===== config.mk =====
export PLATFORM = sky130hd
export DESIGN_NAME = pll_factor_search_flat
export DESIGN_NICKNAME = d
export VERILOG_FILES = /design/src/rtl/pfs_pkg.sv /design/src/rtl/pfs_req_if.sv /design/src/rtl/pfs_rsp_if.sv /design/src/rtl/pll_factor_search.sv /design/src/rtl/pfs_divider.sv /design/src/rtl/pfs_datapath.sv /design/src/rtl/pfs_ctrl.sv /design/src/flat_wrapper.sv
export SDC_FILE = /design/constraint.sdc
export NUM_CORES = 2
export LEC_CHECK = 0
export BUFFER_PORTS_ARGS = -buffer_cell sky130_fd_sc_hd__buf_4
export CAP_MARGIN = 10
export CORE_UTILIZATION = 50
export DETAILED_ROUTE_END_ITERATION = 10
export GPL_TIMING_DRIVEN = 0
export PLACE_DENSITY = 0.7
export SYNTH_ARGS = -nofsm -noshare
export SYNTH_HDL_FRONTEND = slang
export SYNTH_SLANG_ARGS = --single-unit
export TNS_END_PERCENT = 1

===== constraint.sdc =====
create_clock -name clk_i -period 12.4 [get_ports clk_i]
set_input_delay 2.48 -clock clk_i [delete_from_list [all_inputs] [get_ports clk_i]]
set_output_delay 2.48 -clock clk_i [all_outputs]
set_load 0.05 [all_outputs]

===== src/rtl/pfs_pkg.sv =====
// pfs_pkg: widths, search limits, controller states and command/status
// structs for the PLL factor search. No dependencies.
`default_nettype none

package pfs_pkg;

  // Payload widths
  localparam int CRYSTAL_W = 26;
  localparam int TARGET_W  = 29;
  localparam int PRE_W     = 6;
  localparam int MUL_W     = 9;
  localparam int POST_W    = 4;
  localparam int CORE_W    = 28;
  localparam int FW_W      = 3;

  // Internal widths
  localparam int VIN_W        = 21;  // VCO input, wide enough for values inside its window
  localparam int VOUT_W       = 30;  // VCO output, up to 2 MHz * 432
  localparam int DIVD_W       = 29;  // serial divider dividend / quotient
  localparam int DIVS_W       = 8;   // serial divider divisor (pre-divider)
  localparam int POST_IDX_W   = 2;
  localparam int RECIP_W      = 32;
  localparam int WAIT_RECIP_W = 30;

  // Search limits
  localparam logic [DIVD_W-1:0] VIN_MIN   = 29'd1_000_000;
  localparam logic [DIVD_W-1:0] VIN_MAX   = 29'd2_000_000;
  localparam logic [VOUT_W-1:0] VOUT_MIN  = 30'd64_000_000;
  localparam logic [VOUT_W-1:0] VOUT_MAX  = 30'd432_000_000;
  localparam logic [PRE_W-1:0]  PRE_FIRST = 6'd2;
  localparam logic [PRE_W-1:0]  PRE_LAST  = 6'd63;
  localparam logic [MUL_W-1:0]  MUL_FIRST = 9'd64;
  localparam logic [MUL_W-1:0]  MUL_LAST  = 9'd432;
  localparam logic [POST_IDX_W-1:0] POST_IDX_LAST = 2'd3;

  // floor(n/3) = (n * RECIP3) >> 33 for any n below 2^32
  localparam logic [RECIP_W-1:0] RECIP3      = 32'hAAAA_AAAB;
  localparam int                 RECIP_SHIFT = 33;

  // floor(n/30 MHz) = (n * WAIT_RECIP) >> 54 for any n below 2^29
  localparam logic [WAIT_RECIP_W-1:0] WAIT_RECIP = 30'd600_479_951;
  localparam int                      WAIT_SHIFT = 54;

  typedef enum logic [3:0] {
    S_IDLE,
    S_FW,
    S_PRE_DIV,
    S_VIN_WAIT,
    S_PRE_CHK,
    S_MUL_CHK,
    S_POST,
    S_NEXT_MUL,
    S_NEXT_PRE,
    S_DONE
  } state_e;

  typedef struct packed {
    logic     load;
    logic     div_start;
    logic     save_fw;
    logic     load_vin;
    logic     calc6;
    logic     try_post;
    logic     step_mul;
    logic     step_pre;
    logic     publish;
  } cmd_t;

  typedef struct packed {
    logic div_busy;
    logic div_done;
    logic vin_ok;
    logic vout_ok;
    logic post_last;
    logic mul_last;
    logic pre_last;
  } sts_t;

  // Post-divider value for index 0..3: 2, 4, 6, 8
  function automatic logic [POST_W-1:0] post_of(input logic [POST_IDX_W-1:0] idx);
    logic [POST_W-2:0] n;
    n = {1'b0, idx} + 3'd1;
    return {n, 1'b0};
  endfunction

endpackage

`default_nettype wire


===== src/rtl/pfs_req_if.sv =====
// pfs_req_if: request channel (crystal and target frequency).
// Depends on pfs_pkg.
`default_nettype none

interface pfs_req_if import pfs_pkg::*; ();
  logic                 valid;
  logic                 ready;
  logic [CRYSTAL_W-1:0] crystal_hz;
  logic [TARGET_W-1:0]  target_hz;

  modport source (output valid, crystal_hz, target_hz, input ready);
  modport sink   (input valid, crystal_hz, target_hz, output ready);
endinterface

`default_nettype wire


===== src/rtl/pfs_rsp_if.sv =====
// pfs_rsp_if: result channel (chosen PLL factors and flash wait states).
// Depends on pfs_pkg.
`default_nettype none

interface pfs_rsp_if import pfs_pkg::*; ();
  logic              valid;
  logic              ready;
  logic              found;
  logic [PRE_W-1:0]  pre_divider;
  logic [MUL_W-1:0]  multiplier;
  logic [POST_W-1:0] post_divider;
  logic [CORE_W-1:0] core_hz;
  logic [FW_W-1:0]   flash_wait;

  modport source (output valid, found, pre_divider, multiplier, post_divider, core_hz,
                  flash_wait, input ready);
  modport sink   (input valid, found, pre_divider, multiplier, post_divider, core_hz,
                  flash_wait, output ready);
endinterface

`default_nettype wire


===== src/rtl/pll_factor_search.sv =====
// pll_factor_search: top level of the PLL factor search.
// Depends on pfs_pkg, pfs_req_if, pfs_rsp_if, pfs_ctrl and pfs_datapath.
`default_nettype none

// For each request (crystal_hz, target_hz) the block walks every pre-divider
// 2..63, every multiplier 64..432 and every post-divider 2, 4, 6, 8 and
// returns the combination with the highest core frequency not above the
// target, with the VCO input held to 1..2 MHz and the VCO output to
// 64..432 MHz; the earliest combination wins a tie. found is 0 and all
// factors and core_hz are 0 when nothing fits. flash_wait is target/30 MHz,
// low three bits. One request is worked at a time. The search first does the
// flash-wait reciprocal multiply, then for each pre-divider the serial
// crystal/pre-divider division (one quotient bit a cycle over 29 bits) and
// its bookkeeping, plus, when its VCO input lies in the window, a step per
// multiplier and a try of each post-divider for every multiplier whose VCO
// output lies in its window. A new request is taken as soon as the previous
// search has handed its result to the output register; the result then
// waits there until the sink takes it.

module pll_factor_search import pfs_pkg::*; (
  input  wire logic  clk_i,
  input  wire logic  rst_ni,
  pfs_req_if.sink    req_i,
  pfs_rsp_if.source  rsp_o
);

  cmd_t cmd;
  sts_t sts;

  // Sequencer: owns request ready and result valid
  pfs_ctrl u_ctrl (
    .clk_i       (clk_i),
    .rst_ni      (rst_ni),
    .req_valid_i (req_i.valid),
    .req_ready_o (req_i.ready),
    .rsp_valid_o (rsp_o.valid),
    .rsp_ready_i (rsp_o.ready),
    .sts_i       (sts),
    .cmd_o       (cmd)
  );

  // Counters, VCO arithmetic, best-so-far and the result payload
  pfs_datapath u_dp (
    .clk_i          (clk_i),
    .rst_ni         (rst_ni),
    .cmd_i          (cmd),
    .sts_o          (sts),
    .crystal_hz_i   (req_i.crystal_hz),
    .target_hz_i    (req_i.target_hz),
    .found_o        (rsp_o.found),
    .pre_divider_o  (rsp_o.pre_divider),
    .multiplier_o   (rsp_o.multiplier),
    .post_divider_o (rsp_o.post_divider),
    .core_hz_o      (rsp_o.core_hz),
    .flash_wait_o   (rsp_o.flash_wait)
  );

  // The serial divider is never restarted in the middle of a division
  assert property (@(posedge clk_i) disable iff (!rst_ni)
    cmd.div_start |-> !sts.div_busy)
    else $error("divider started while busy");

  // A found result carries a legal post-divider, pre-divider and multiplier
  assert property (@(posedge clk_i) disable iff (!rst_ni)
    (rsp_o.valid && rsp_o.found) |->
      ((rsp_o.post_divider == 4'd2 || rsp_o.post_divider == 4'd4 ||
        rsp_o.post_divider == 4'd6 || rsp_o.post_divider == 4'd8) &&
       rsp_o.pre_divider >= PRE_FIRST && rsp_o.multiplier >= MUL_FIRST))
    else $error("found result with illegal factors");

  // No result found means every factor and the core frequency are zero
  assert property (@(posedge clk_i) disable iff (!rst_ni)
    (rsp_o.valid && !rsp_o.found) |->
      (rsp_o.pre_divider == '0 && rsp_o.multiplier == '0 &&
       rsp_o.post_divider == '0 && rsp_o.core_hz == '0))
    else $error("empty result carries nonzero factors");

  // A request is only taken while no search command is in flight
  assert property (@(posedge clk_i) disable iff (!rst_ni)
    (req_i.valid && req_i.ready) |=> !sts.div_busy && !cmd.try_post)
    else $error("request accepted during a search");

endmodule

`default_nettype wire


===== src/rtl/pfs_divider.sv =====
// pfs_divider: restoring serial divider, one quotient bit per cycle.
// Depends on pfs_pkg.
`default_nettype none

module pfs_divider import pfs_pkg::*; (
  input  wire logic              clk_i,
  input  wire logic              rst_ni,
  input  wire logic              start_i,
  input  wire logic [DIVD_W-1:0] dividend_i,
  input  wire logic [DIVS_W-1:0] divisor_i,
  output logic                   busy_o,
  output logic                   done_o,
  output logic [DIVD_W-1:0]      quot_o
);

  localparam int CNT_W = $clog2(DIVD_W);

  logic             busy_q, busy_d;
  logic             done_q, done_d;
  logic [CNT_W-1:0] cnt_q, cnt_d;
  logic [DIVS_W-1:0] rem_q, rem_d;
  logic [DIVS_W-1:0] dsr_q, dsr_d;
  logic [DIVD_W-1:0] quot_q, quot_d;

  logic [DIVS_W:0] trial;
  logic [DIVS_W:0] diff;
  logic            ge;

  assign trial = {rem_q, quot_q[DIVD_W-1]};
  assign diff  = trial - {1'b0, dsr_q};
  assign ge    = (trial >= {1'b0, dsr_q});

  always_comb begin
    busy_d = busy_q;
    done_d = 1'b0;
    cnt_d  = cnt_q;
    rem_d  = rem_q;
    dsr_d  = dsr_q;
    quot_d = quot_q;
    if (start_i) begin
      busy_d = 1'b1;
      cnt_d  = CNT_W'(DIVD_W - 1);
      rem_d  = '0;
      dsr_d  = divisor_i;
      quot_d = dividend_i;
    end else if (busy_q) begin
      rem_d  = ge ? diff[DIVS_W-1:0] : trial[DIVS_W-1:0];
      quot_d = {quot_q[DIVD_W-2:0], ge};
      cnt_d  = cnt_q - 1'b1;
      if (cnt_q == '0) begin
        busy_d = 1'b0;
        done_d = 1'b1;
      end
    end
  end

  always_ff @(posedge clk_i or negedge rst_ni) begin
    if (!rst_ni) begin
      busy_q <= 1'b0;
      done_q <= 1'b0;
    end else begin
      busy_q <= busy_d;
      done_q <= done_d;
    end
  end

  always_ff @(posedge clk_i) begin
    cnt_q  <= cnt_d;
    rem_q  <= rem_d;
    dsr_q  <= dsr_d;
    quot_q <= quot_d;
  end

  assign busy_o = busy_q;
  assign done_o = done_q;
  assign quot_o = quot_q;

endmodule

`default_nettype wire


===== src/rtl/pfs_datapath.sv =====
// pfs_datapath: search counters, VCO arithmetic, best-candidate registers
// and result payload. Depends on pfs_pkg and pfs_divider.
`default_nettype none

module pfs_datapath import pfs_pkg::*; (
  input  wire logic                 clk_i,
  input  wire logic                 rst_ni,
  input  wire cmd_t                 cmd_i,
  output sts_t                      sts_o,
  input  wire logic [CRYSTAL_W-1:0] crystal_hz_i,
  input  wire logic [TARGET_W-1:0]  target_hz_i,
  output logic                      found_o,
  output logic [PRE_W-1:0]          pre_divider_o,
  output logic [MUL_W-1:0]          multiplier_o,
  output logic [POST_W-1:0]         post_divider_o,
  output logic [CORE_W-1:0]         core_hz_o,
  output logic [FW_W-1:0]           flash_wait_o
);

  logic [CRYSTAL_W-1:0]  xtal_q;
  logic [TARGET_W-1:0]   target_q;
  logic [FW_W-1:0]       fw_q;
  logic [PRE_W-1:0]      pre_q;
  logic [MUL_W-1:0]      mul_q;
  logic [POST_IDX_W-1:0] pidx_q;
  logic [VIN_W-1:0]      vin_q;
  logic                  vin_ok_q;
  logic [VOUT_W-1:0]     vout_q;
  logic [CORE_W-1:0]     core6_q;
  logic [CORE_W-1:0]     best_core_q;
  logic [PRE_W-1:0]      best_pre_q;
  logic [MUL_W-1:0]      best_mul_q;
  logic [POST_W-1:0]     best_post_q;

  logic              found_q;
  logic [PRE_W-1:0]  pre_out_q;
  logic [MUL_W-1:0]  mul_out_q;
  logic [POST_W-1:0] post_out_q;
  logic [CORE_W-1:0] core_out_q;
  logic [FW_W-1:0]   fw_out_q;

  logic [DIVD_W-1:0] div_dividend;
  logic [DIVS_W-1:0] div_divisor;
  logic              div_busy;
  logic              div_done;
  logic [DIVD_W-1:0] div_quot;

  logic [DIVD_W-1:0]                half_vout;
  logic [DIVD_W+RECIP_W-1:0]        prod6;
  logic [TARGET_W+WAIT_RECIP_W-1:0] prod_fw;
  logic [CORE_W-1:0]                core_cand;
  logic                             vin_in_win;

  // The divider only ever computes crystal / pre-divider
  assign div_dividend = {{(DIVD_W-CRYSTAL_W){1'b0}}, xtal_q};
  assign div_divisor  = {{(DIVS_W-PRE_W){1'b0}}, pre_q};

  pfs_divider u_div (
    .clk_i      (clk_i),
    .rst_ni     (rst_ni),
    .start_i    (cmd_i.div_start),
    .dividend_i (div_dividend),
    .divisor_i  (div_divisor),
    .busy_o     (div_busy),
    .done_o     (div_done),
    .quot_o     (div_quot)
  );

  assign vin_in_win = (div_quot >= VIN_MIN) && (div_quot <= VIN_MAX);

  // target / 30 MHz by reciprocal
  assign prod_fw = target_q * WAIT_RECIP;

  // vout/6 = (vout/2)/3 by reciprocal; vout/2 stays below 2^32
  assign half_vout = vout_q[VOUT_W-1:1];
  assign prod6     = half_vout * RECIP3;

  // Valid VCO outputs stay below 2^29, so the dropped top bits are zero
  always_comb begin
    case (pidx_q)
      2'd0:    core_cand = vout_q[CORE_W:1];
      2'd1:    core_cand = vout_q[CORE_W+1:2];
      2'd2:    core_cand = core6_q;
      default: core_cand = {1'b0, vout_q[VOUT_W-1:3]};
    endcase
  end

  always_ff @(posedge clk_i) begin
    if (cmd_i.load) begin
      xtal_q      <= crystal_hz_i;
      target_q    <= target_hz_i;
      pre_q       <= PRE_FIRST;
      best_core_q <= '0;
      best_pre_q  <= '0;
      best_mul_q  <= '0;
      best_post_q <= '0;
    end
    if (cmd_i.save_fw) begin
      fw_q <= prod_fw[WAIT_SHIFT+FW_W-1:WAIT_SHIFT];
    end
    if (cmd_i.load_vin) begin
      vin_q    <= div_quot[VIN_W-1:0];
      vin_ok_q <= vin_in_win;
      vout_q   <= {{(VOUT_W-VIN_W-6){1'b0}}, div_quot[VIN_W-1:0], 6'b0};
      mul_q    <= MUL_FIRST;
    end
    if (cmd_i.calc6) begin
      core6_q <= prod6[RECIP_SHIFT+CORE_W-1:RECIP_SHIFT];
      pidx_q  <= '0;
    end
    if (cmd_i.try_post) begin
      pidx_q <= pidx_q + 1'b1;
      if ({1'b0, core_cand} <= target_q && core_cand > best_core_q) begin
        best_core_q <= core_cand;
        best_pre_q  <= pre_q;
        best_mul_q  <= mul_q;
        best_post_q <= post_of(pidx_q);
      end
    end
    if (cmd_i.step_mul) begin
      mul_q  <= mul_q + 1'b1;
      vout_q <= vout_q + {{(VOUT_W-VIN_W){1'b0}}, vin_q};
    end
    if (cmd_i.step_pre) begin
      pre_q <= pre_q + 1'b1;
    end
    if (cmd_i.publish) begin
      found_q    <= (best_core_q != '0);
      pre_out_q  <= best_pre_q;
      mul_out_q  <= best_mul_q;
      post_out_q <= best_post_q;
      core_out_q <= best_core_q;
      fw_out_q   <= fw_q;
    end
  end

  assign sts_o.div_busy  = div_busy;
  assign sts_o.div_done  = div_done;
  assign sts_o.vin_ok    = vin_ok_q;
  assign sts_o.vout_ok   = (vout_q >= VOUT_MIN) && (vout_q <= VOUT_MAX);
  assign sts_o.post_last = (pidx_q == POST_IDX_LAST);
  assign sts_o.mul_last  = (mul_q == MUL_LAST);
  assign sts_o.pre_last  = (pre_q == PRE_LAST);

  assign found_o        = found_q;
  assign pre_divider_o  = pre_out_q;
  assign multiplier_o   = mul_out_q;
  assign post_divider_o = post_out_q;
  assign core_hz_o      = core_out_q;
  assign flash_wait_o   = fw_out_q;

endmodule

`default_nettype wire


===== src/rtl/pfs_ctrl.sv =====
// pfs_ctrl: sequencer for the factor search and the result valid flag.
// Depends on pfs_pkg.
`default_nettype none

module pfs_ctrl import pfs_pkg::*; (
  input  wire logic clk_i,
  input  wire logic rst_ni,
  input  wire logic req_valid_i,
  output logic      req_ready_o,
  output logic      rsp_valid_o,
  input  wire logic rsp_ready_i,
  input  wire sts_t sts_i,
  output cmd_t      cmd_o
);

  state_e state_q, state_d;
  logic   out_valid_q, out_valid_d;

  always_comb begin
    state_d     = state_q;
    cmd_o       = '0;
    req_ready_o = 1'b0;
    case (state_q)
      S_IDLE: begin
        req_ready_o = 1'b1;
        if (req_valid_i) begin
          cmd_o.load = 1'b1;
          state_d    = S_FW;
        end
      end
      S_FW: begin
        cmd_o.save_fw = 1'b1;
        state_d       = S_PRE_DIV;
      end
      S_PRE_DIV: begin
        cmd_o.div_start = 1'b1;
        state_d         = S_VIN_WAIT;
      end
      S_VIN_WAIT: begin
        if (sts_i.div_done) begin
          cmd_o.load_vin = 1'b1;
          state_d        = S_PRE_CHK;
        end
      end
      S_PRE_CHK: begin
        state_d = sts_i.vin_ok ? S_MUL_CHK : S_NEXT_PRE;
      end
      S_MUL_CHK: begin
        cmd_o.calc6 = 1'b1;
        state_d     = sts_i.vout_ok ? S_POST : S_NEXT_MUL;
      end
      S_POST: begin
        cmd_o.try_post = 1'b1;
        if (sts_i.post_last) begin
          state_d = S_NEXT_MUL;
        end
      end
      S_NEXT_MUL: begin
        if (sts_i.mul_last) begin
          state_d = S_NEXT_PRE;
        end else begin
          cmd_o.step_mul = 1'b1;
          state_d        = S_MUL_CHK;
        end
      end
      S_NEXT_PRE: begin
        if (sts_i.pre_last) begin
          state_d = S_DONE;
        end else begin
          cmd_o.step_pre = 1'b1;
          state_d        = S_PRE_DIV;
        end
      end
      S_DONE: begin
        if (!out_valid_q || rsp_ready_i) begin
          cmd_o.publish = 1'b1;
          state_d       = S_IDLE;
        end
      end
      default: begin
        state_d = S_IDLE;
      end
    endcase
  end

  always_comb begin
    out_valid_d = out_valid_q;
    if (cmd_o.publish) begin
      out_valid_d = 1'b1;
    end else if (rsp_ready_i) begin
      out_valid_d = 1'b0;
    end
  end

  always_ff @(posedge clk_i or negedge rst_ni) begin
    if (!rst_ni) begin
      state_q     <= S_IDLE;
      out_valid_q <= 1'b0;
    end else begin
      state_q     <= state_d;
      out_valid_q <= out_valid_d;
    end
  end

  assign rsp_valid_o = out_valid_q;

endmodule

`default_nettype wire

===== src/flat_wrapper.sv =====
// flat-port wrapper written by rule: the top's interface ports become plain ports
module pll_factor_search_flat import pfs_pkg::*;
  (clk_i, rst_ni, req_i_valid, req_i_crystal_hz, req_i_target_hz, req_i_ready, rsp_o_valid, rsp_o_found, rsp_o_pre_divider, rsp_o_multiplier, rsp_o_post_divider, rsp_o_core_hz, rsp_o_flash_wait, rsp_o_ready);
  pfs_req_if req_i_i ();
  pfs_rsp_if rsp_o_i ();
  input  wire logic clk_i;
  input  wire logic rst_ni;
  input wire logic [$bits(req_i_i.valid)-1:0] req_i_valid;
  input wire logic [$bits(req_i_i.crystal_hz)-1:0] req_i_crystal_hz;
  input wire logic [$bits(req_i_i.target_hz)-1:0] req_i_target_hz;
  output wire logic [$bits(req_i_i.ready)-1:0] req_i_ready;
  output wire logic [$bits(rsp_o_i.valid)-1:0] rsp_o_valid;
  output wire logic [$bits(rsp_o_i.found)-1:0] rsp_o_found;
  output wire logic [$bits(rsp_o_i.pre_divider)-1:0] rsp_o_pre_divider;
  output wire logic [$bits(rsp_o_i.multiplier)-1:0] rsp_o_multiplier;
  output wire logic [$bits(rsp_o_i.post_divider)-1:0] rsp_o_post_divider;
  output wire logic [$bits(rsp_o_i.core_hz)-1:0] rsp_o_core_hz;
  output wire logic [$bits(rsp_o_i.flash_wait)-1:0] rsp_o_flash_wait;
  input wire logic [$bits(rsp_o_i.ready)-1:0] rsp_o_ready;
  assign req_i_i.valid = req_i_valid;
  assign req_i_i.crystal_hz = req_i_crystal_hz;
  assign req_i_i.target_hz = req_i_target_hz;
  assign req_i_ready = req_i_i.ready;
  assign rsp_o_valid = rsp_o_i.valid;
  assign rsp_o_found = rsp_o_i.found;
  assign rsp_o_pre_divider = rsp_o_i.pre_divider;
  assign rsp_o_multiplier = rsp_o_i.multiplier;
  assign rsp_o_post_divider = rsp_o_i.post_divider;
  assign rsp_o_core_hz = rsp_o_i.core_hz;
  assign rsp_o_flash_wait = rsp_o_i.flash_wait;
  assign rsp_o_i.ready = rsp_o_ready;
  pll_factor_search u_core (.clk_i(clk_i), .rst_ni(rst_ni), .req_i(req_i_i), .rsp_o(rsp_o_i));
endmodule

==> run metrics <==
Overflow after GRT 0; first-pass GRT wire length 154000 um; RSZ-0062 raised after global routing false; Yosys top cell by area fa_1; row count 102; TritonCTS clock tree done; H-tree depth 2; worst-margin pin slew approximately 1.2 ns; Die Height 283 um; Worst Path Required 12.69 ns; Worst Hold Class flip-flop to flip-flop; most used cell, CP inv_1; DR WL met2 47900 um; First-pass DRT Iterations 7; Final TNS setup 0 ns; met1 wire length 41900 um; DRC viols 0; fmax 115 MHz; Synth async-reset ratio 2.27%; clock tree root buffer cell clkbuf_16; Met3 Routed Length 6350 um; Max stage delay cell, worst path fa_1; Worst Setup Start Kind flip-flop; sequential fraction of the synthesis area 21.8%; proportion of layout cells with a drive suffix above 1 6.61%; yosys warns 0; # Post-CTS Setup Buffers 0; vias in the first global route 27600; number of cells upsized or downsized after cts 0; largest cells by area after synthesis fa_1, ha_1, edfxtp_1; Starting Density 50.7%; Synth Area in Compound Gates under 10%; final count of pins violating max slew 0; crit path capture type flip-flop; placed instance area 41700 sq um; Synth Area in Simple Gates under 10%; cts bufs inserted 37; RePlAce Congestion between 0.9 and 1; fin crit period 8.70 ns; Synth top area share around 27%; Routed WL 99600 um; total die area 79900 sq um; outcome complete, no violations; Setup-failing EPs final 0; largest net degree at the start of global routing 40; post-synthesis xor/xnor area fraction under 10%; synthesized net count 5074; Crit Path Max Fanout 9; critical path arrival 8.99 ns; Max Cap Violations 0; Unique masters post-synth 82; DR vias 27000; final count of hold timing violations 0; Post-Synth Adder-Cell Area roughly half; CTS max path bufs 3; clk slew on worst S/H paths 0.07 ns; dpl hpwl 84900 um; CTS hold repair buffers 0; routed length per instance approximately 20 um; fin nets 5234; Die X 283 um; IO Pins approximately 110; Max stage delay on crit path approximately 0.67 ns; Antenna Violating Nets Remaining 0; WS Path Type flip-flop to flip-flop; GRT Util Overall 25.5%; area of the core 77700 sq um; clk_skew between 0.03 and 0.04 ns; Syn Area/Cell 10.5 sq um; post-synthesis register bit count 308; Worst-Skew Late Latency 0.57 ns; largest family of logic cells by synthesized area adder cells; Critical path buffers and inverters 8; fin crit share approximately 70%; antenna violations before repair 3; drt via density 5.42; DRT iter0 DRCs 1888; number of synthesized flops with an enable pin ~240; Port-buffer cells between 100 and 150; Clock Sinks a little over 300; Area Overhead vs Synth 8.97%; number of cells produced by synthesis 3746; Mapped Area between 30000 and 40000 sq um; Largest delay share family, worst path adder cells; Design Area, Final 42900 sq um; Post-synth top flop edfxtp_1; max_slew headroom 21.2%; multiplexer share of the synthesized area 1.97%; top layer in use met4
-- placed cells by master, fill, tap and decap left out, drive strengths merged, types with 28 or more instances in the layout --
| cell | instances |
|---|---|
| inv | 930 |
| fa | 530 |
| buf | 133 |
| xnor2 | 56 |
| a222oi | 28 |
| dfxtp | 63 |
| mux2 | 29 |
| ha | 739 |
| nand2 | 219 |
| nor2 | 138 |
| nand3 | 38 |
| edfxtp | 238 |
| nand4 | 33 |
| o21ai | 95 |
| a21oi | 126 |
| a21o | 80 |
| mux2i | 45 |
| clkbuf | 94 |
-- worst reg2reg max path, delay by kind of cell (launching register included) --
kind / cells / cell delay, ns
compound gates: 4 / 1.23
fa+ha+maj: 9 / 4.58
buf+inv: 8 / 0.89
flops: 1 / 0.63
mux: 1 / 0.16
simple gates: 3 / 0.92
-- final cells by class --
| class | count | area, sq um |
|---|---|---|
| Antenna cell | 3 | 7.51 |
| Clock inverter | 20 | 180 |
| Clock buffer | 48 | 1020 |
| Buffer | 58 | 235 |
| Sequential cell | 308 | 8580 |
| Fill cell | 6772 | 34800 |
| Inverter | 926 | 3480 |
| Multi-Input combinational cell | 2454 | 27100 |
| Timing Repair Buffer | 121 | 1010 |
| Tap cell | 1040 | 1300 |
-- through the flow --
stage | setup WS, ns | hold WS (ns) | utilization (%) | std cells
after floorplan | 4.90 | 0.400 | - | 3746
after CTS | 3.63 | 0.427 | 55.2 | 4972
after global routing | 3.17 | 0.435 | 55.2 | 4976
after global placement | 3.66 | 0.405 | 53.4 | 4897
after detailed placement | 3.67 | 0.413 | 53.6 | 4904
final | 3.70 | 0.427 | 55.2 | 4978
-- final timing paths --
check | slack [ns] | cells past startpoint | from | end
max | 3.70 | 25 | u_core.u_dp.vout_q[15]$_DFFE_PP_ | u_core.u_dp.core6_q[26]$_DFFE_PP_
min | 0.43 | 0 | u_core.u_dp.fw_q[1]$_DFFE_PP_ | u_core.u_dp.flash_wait_o[1]$_DFFE_PP_
max reg2reg | 3.70 | 25 | u_core.u_dp.vout_q[15]$_DFFE_PP_ | u_core.u_dp.core6_q[26]$_DFFE_PP_
min reg2reg | 0.43 | 0 | u_core.u_dp.fw_q[1]$_DFFE_PP_ | u_core.u_dp.flash_wait_o[1]$_DFFE_PP_
max in group asynchronous | 10.53 | 1 | rst_ni | u_core.u_ctrl.state_q[1]$_DFFE_PN0P_
min in group asynchronous | 1.73 | 1 | rst_ni | u_core.u_ctrl.state_q[2]$_DFFE_PN0P_
-- state kept, by name (all words and copies together), names as in the netlist, 3 cells and up --
signal	count
u_core.u_dp.vout_q	30
u_core.u_dp.target_q	29
u_core.u_dp.u_div.quot_o	29
u_core.u_dp.best_core_q	28
u_core.u_dp.core6_q	28
u_core.u_dp.core_hz_o	28
u_core.u_dp.xtal_q	26
u_core.u_dp.vin_q	21
u_core.u_dp.best_mul_q	9
u_core.u_dp.mul_q	9
u_core.u_dp.multiplier_o	9
u_core.u_dp.u_div.rem_q	8
u_core.u_dp.best_pre_q	6
u_core.u_dp.pre_divider_o	6
u_core.u_dp.pre_q	6
u_core.u_dp.u_div.dsr_q	6
u_core.u_dp.u_div.cnt_q	5
u_core.u_ctrl.state_q	4
u_core.u_dp.best_post_q	4
u_core.u_dp.post_divider_o	4
u_core.u_dp.flash_wait_o	3
u_core.u_dp.fw_q	3
-- per-layer routing --
metal  global-route usage [%]  vias up
li1                         -    12600
met1                     33.8    13400
met2                     42.6      773
met3                     4.17      167
met4                     8.40        0
met5                        0        -
-- cells by family after synthesis --
| logic type | Yosys count |
|---|---|
| XOR/XNOR | 79 |
| buffers and inverters | 984 |
| multiplexers | 74 |
| AO/OA/AOI/OAI | 459 |
| flip-flops | 308 |
| adder cells (fa/ha/maj) | 1269 |
| AND/OR/NAND/NOR | 573 |
-- synthesized netlist by cell type (all sizes together) (5+ instances only) --
| library cell | n |
|---|---|
| a21o | 80 |
| dfxtp | 63 |
| nand2 | 219 |
| nand2b | 16 |
| a21oi | 126 |
| clkbuf | 46 |
| xor2 | 23 |
| o21ai | 95 |
| mux2 | 29 |
| fa | 530 |
| and3 | 11 |
| nand3 | 38 |
| ha | 739 |
| a211oi | 25 |
| or2 | 16 |
| a211o | 5 |
| o21a | 12 |
| and4 | 7 |
| o31ai | 9 |
| mux2i | 45 |
| nor2 | 138 |
| inv | 926 |
| a222oi | 28 |
| edfxtp | 238 |
| a2111oi | 6 |
| or3 | 9 |
| dfrtp | 7 |
| o211ai | 10 |
| nor3 | 23 |
| o21bai | 10 |
| buf | 12 |
| nor4 | 20 |
| a31oi | 17 |
| xnor2 | 56 |
| nand4 | 33 |
| and2 | 9 |
| nor2b | 18 |
Power is left out: the tool's default activity adds up to more than one toggle a clock period on the data nets, which glitch-free logic cannot reach.
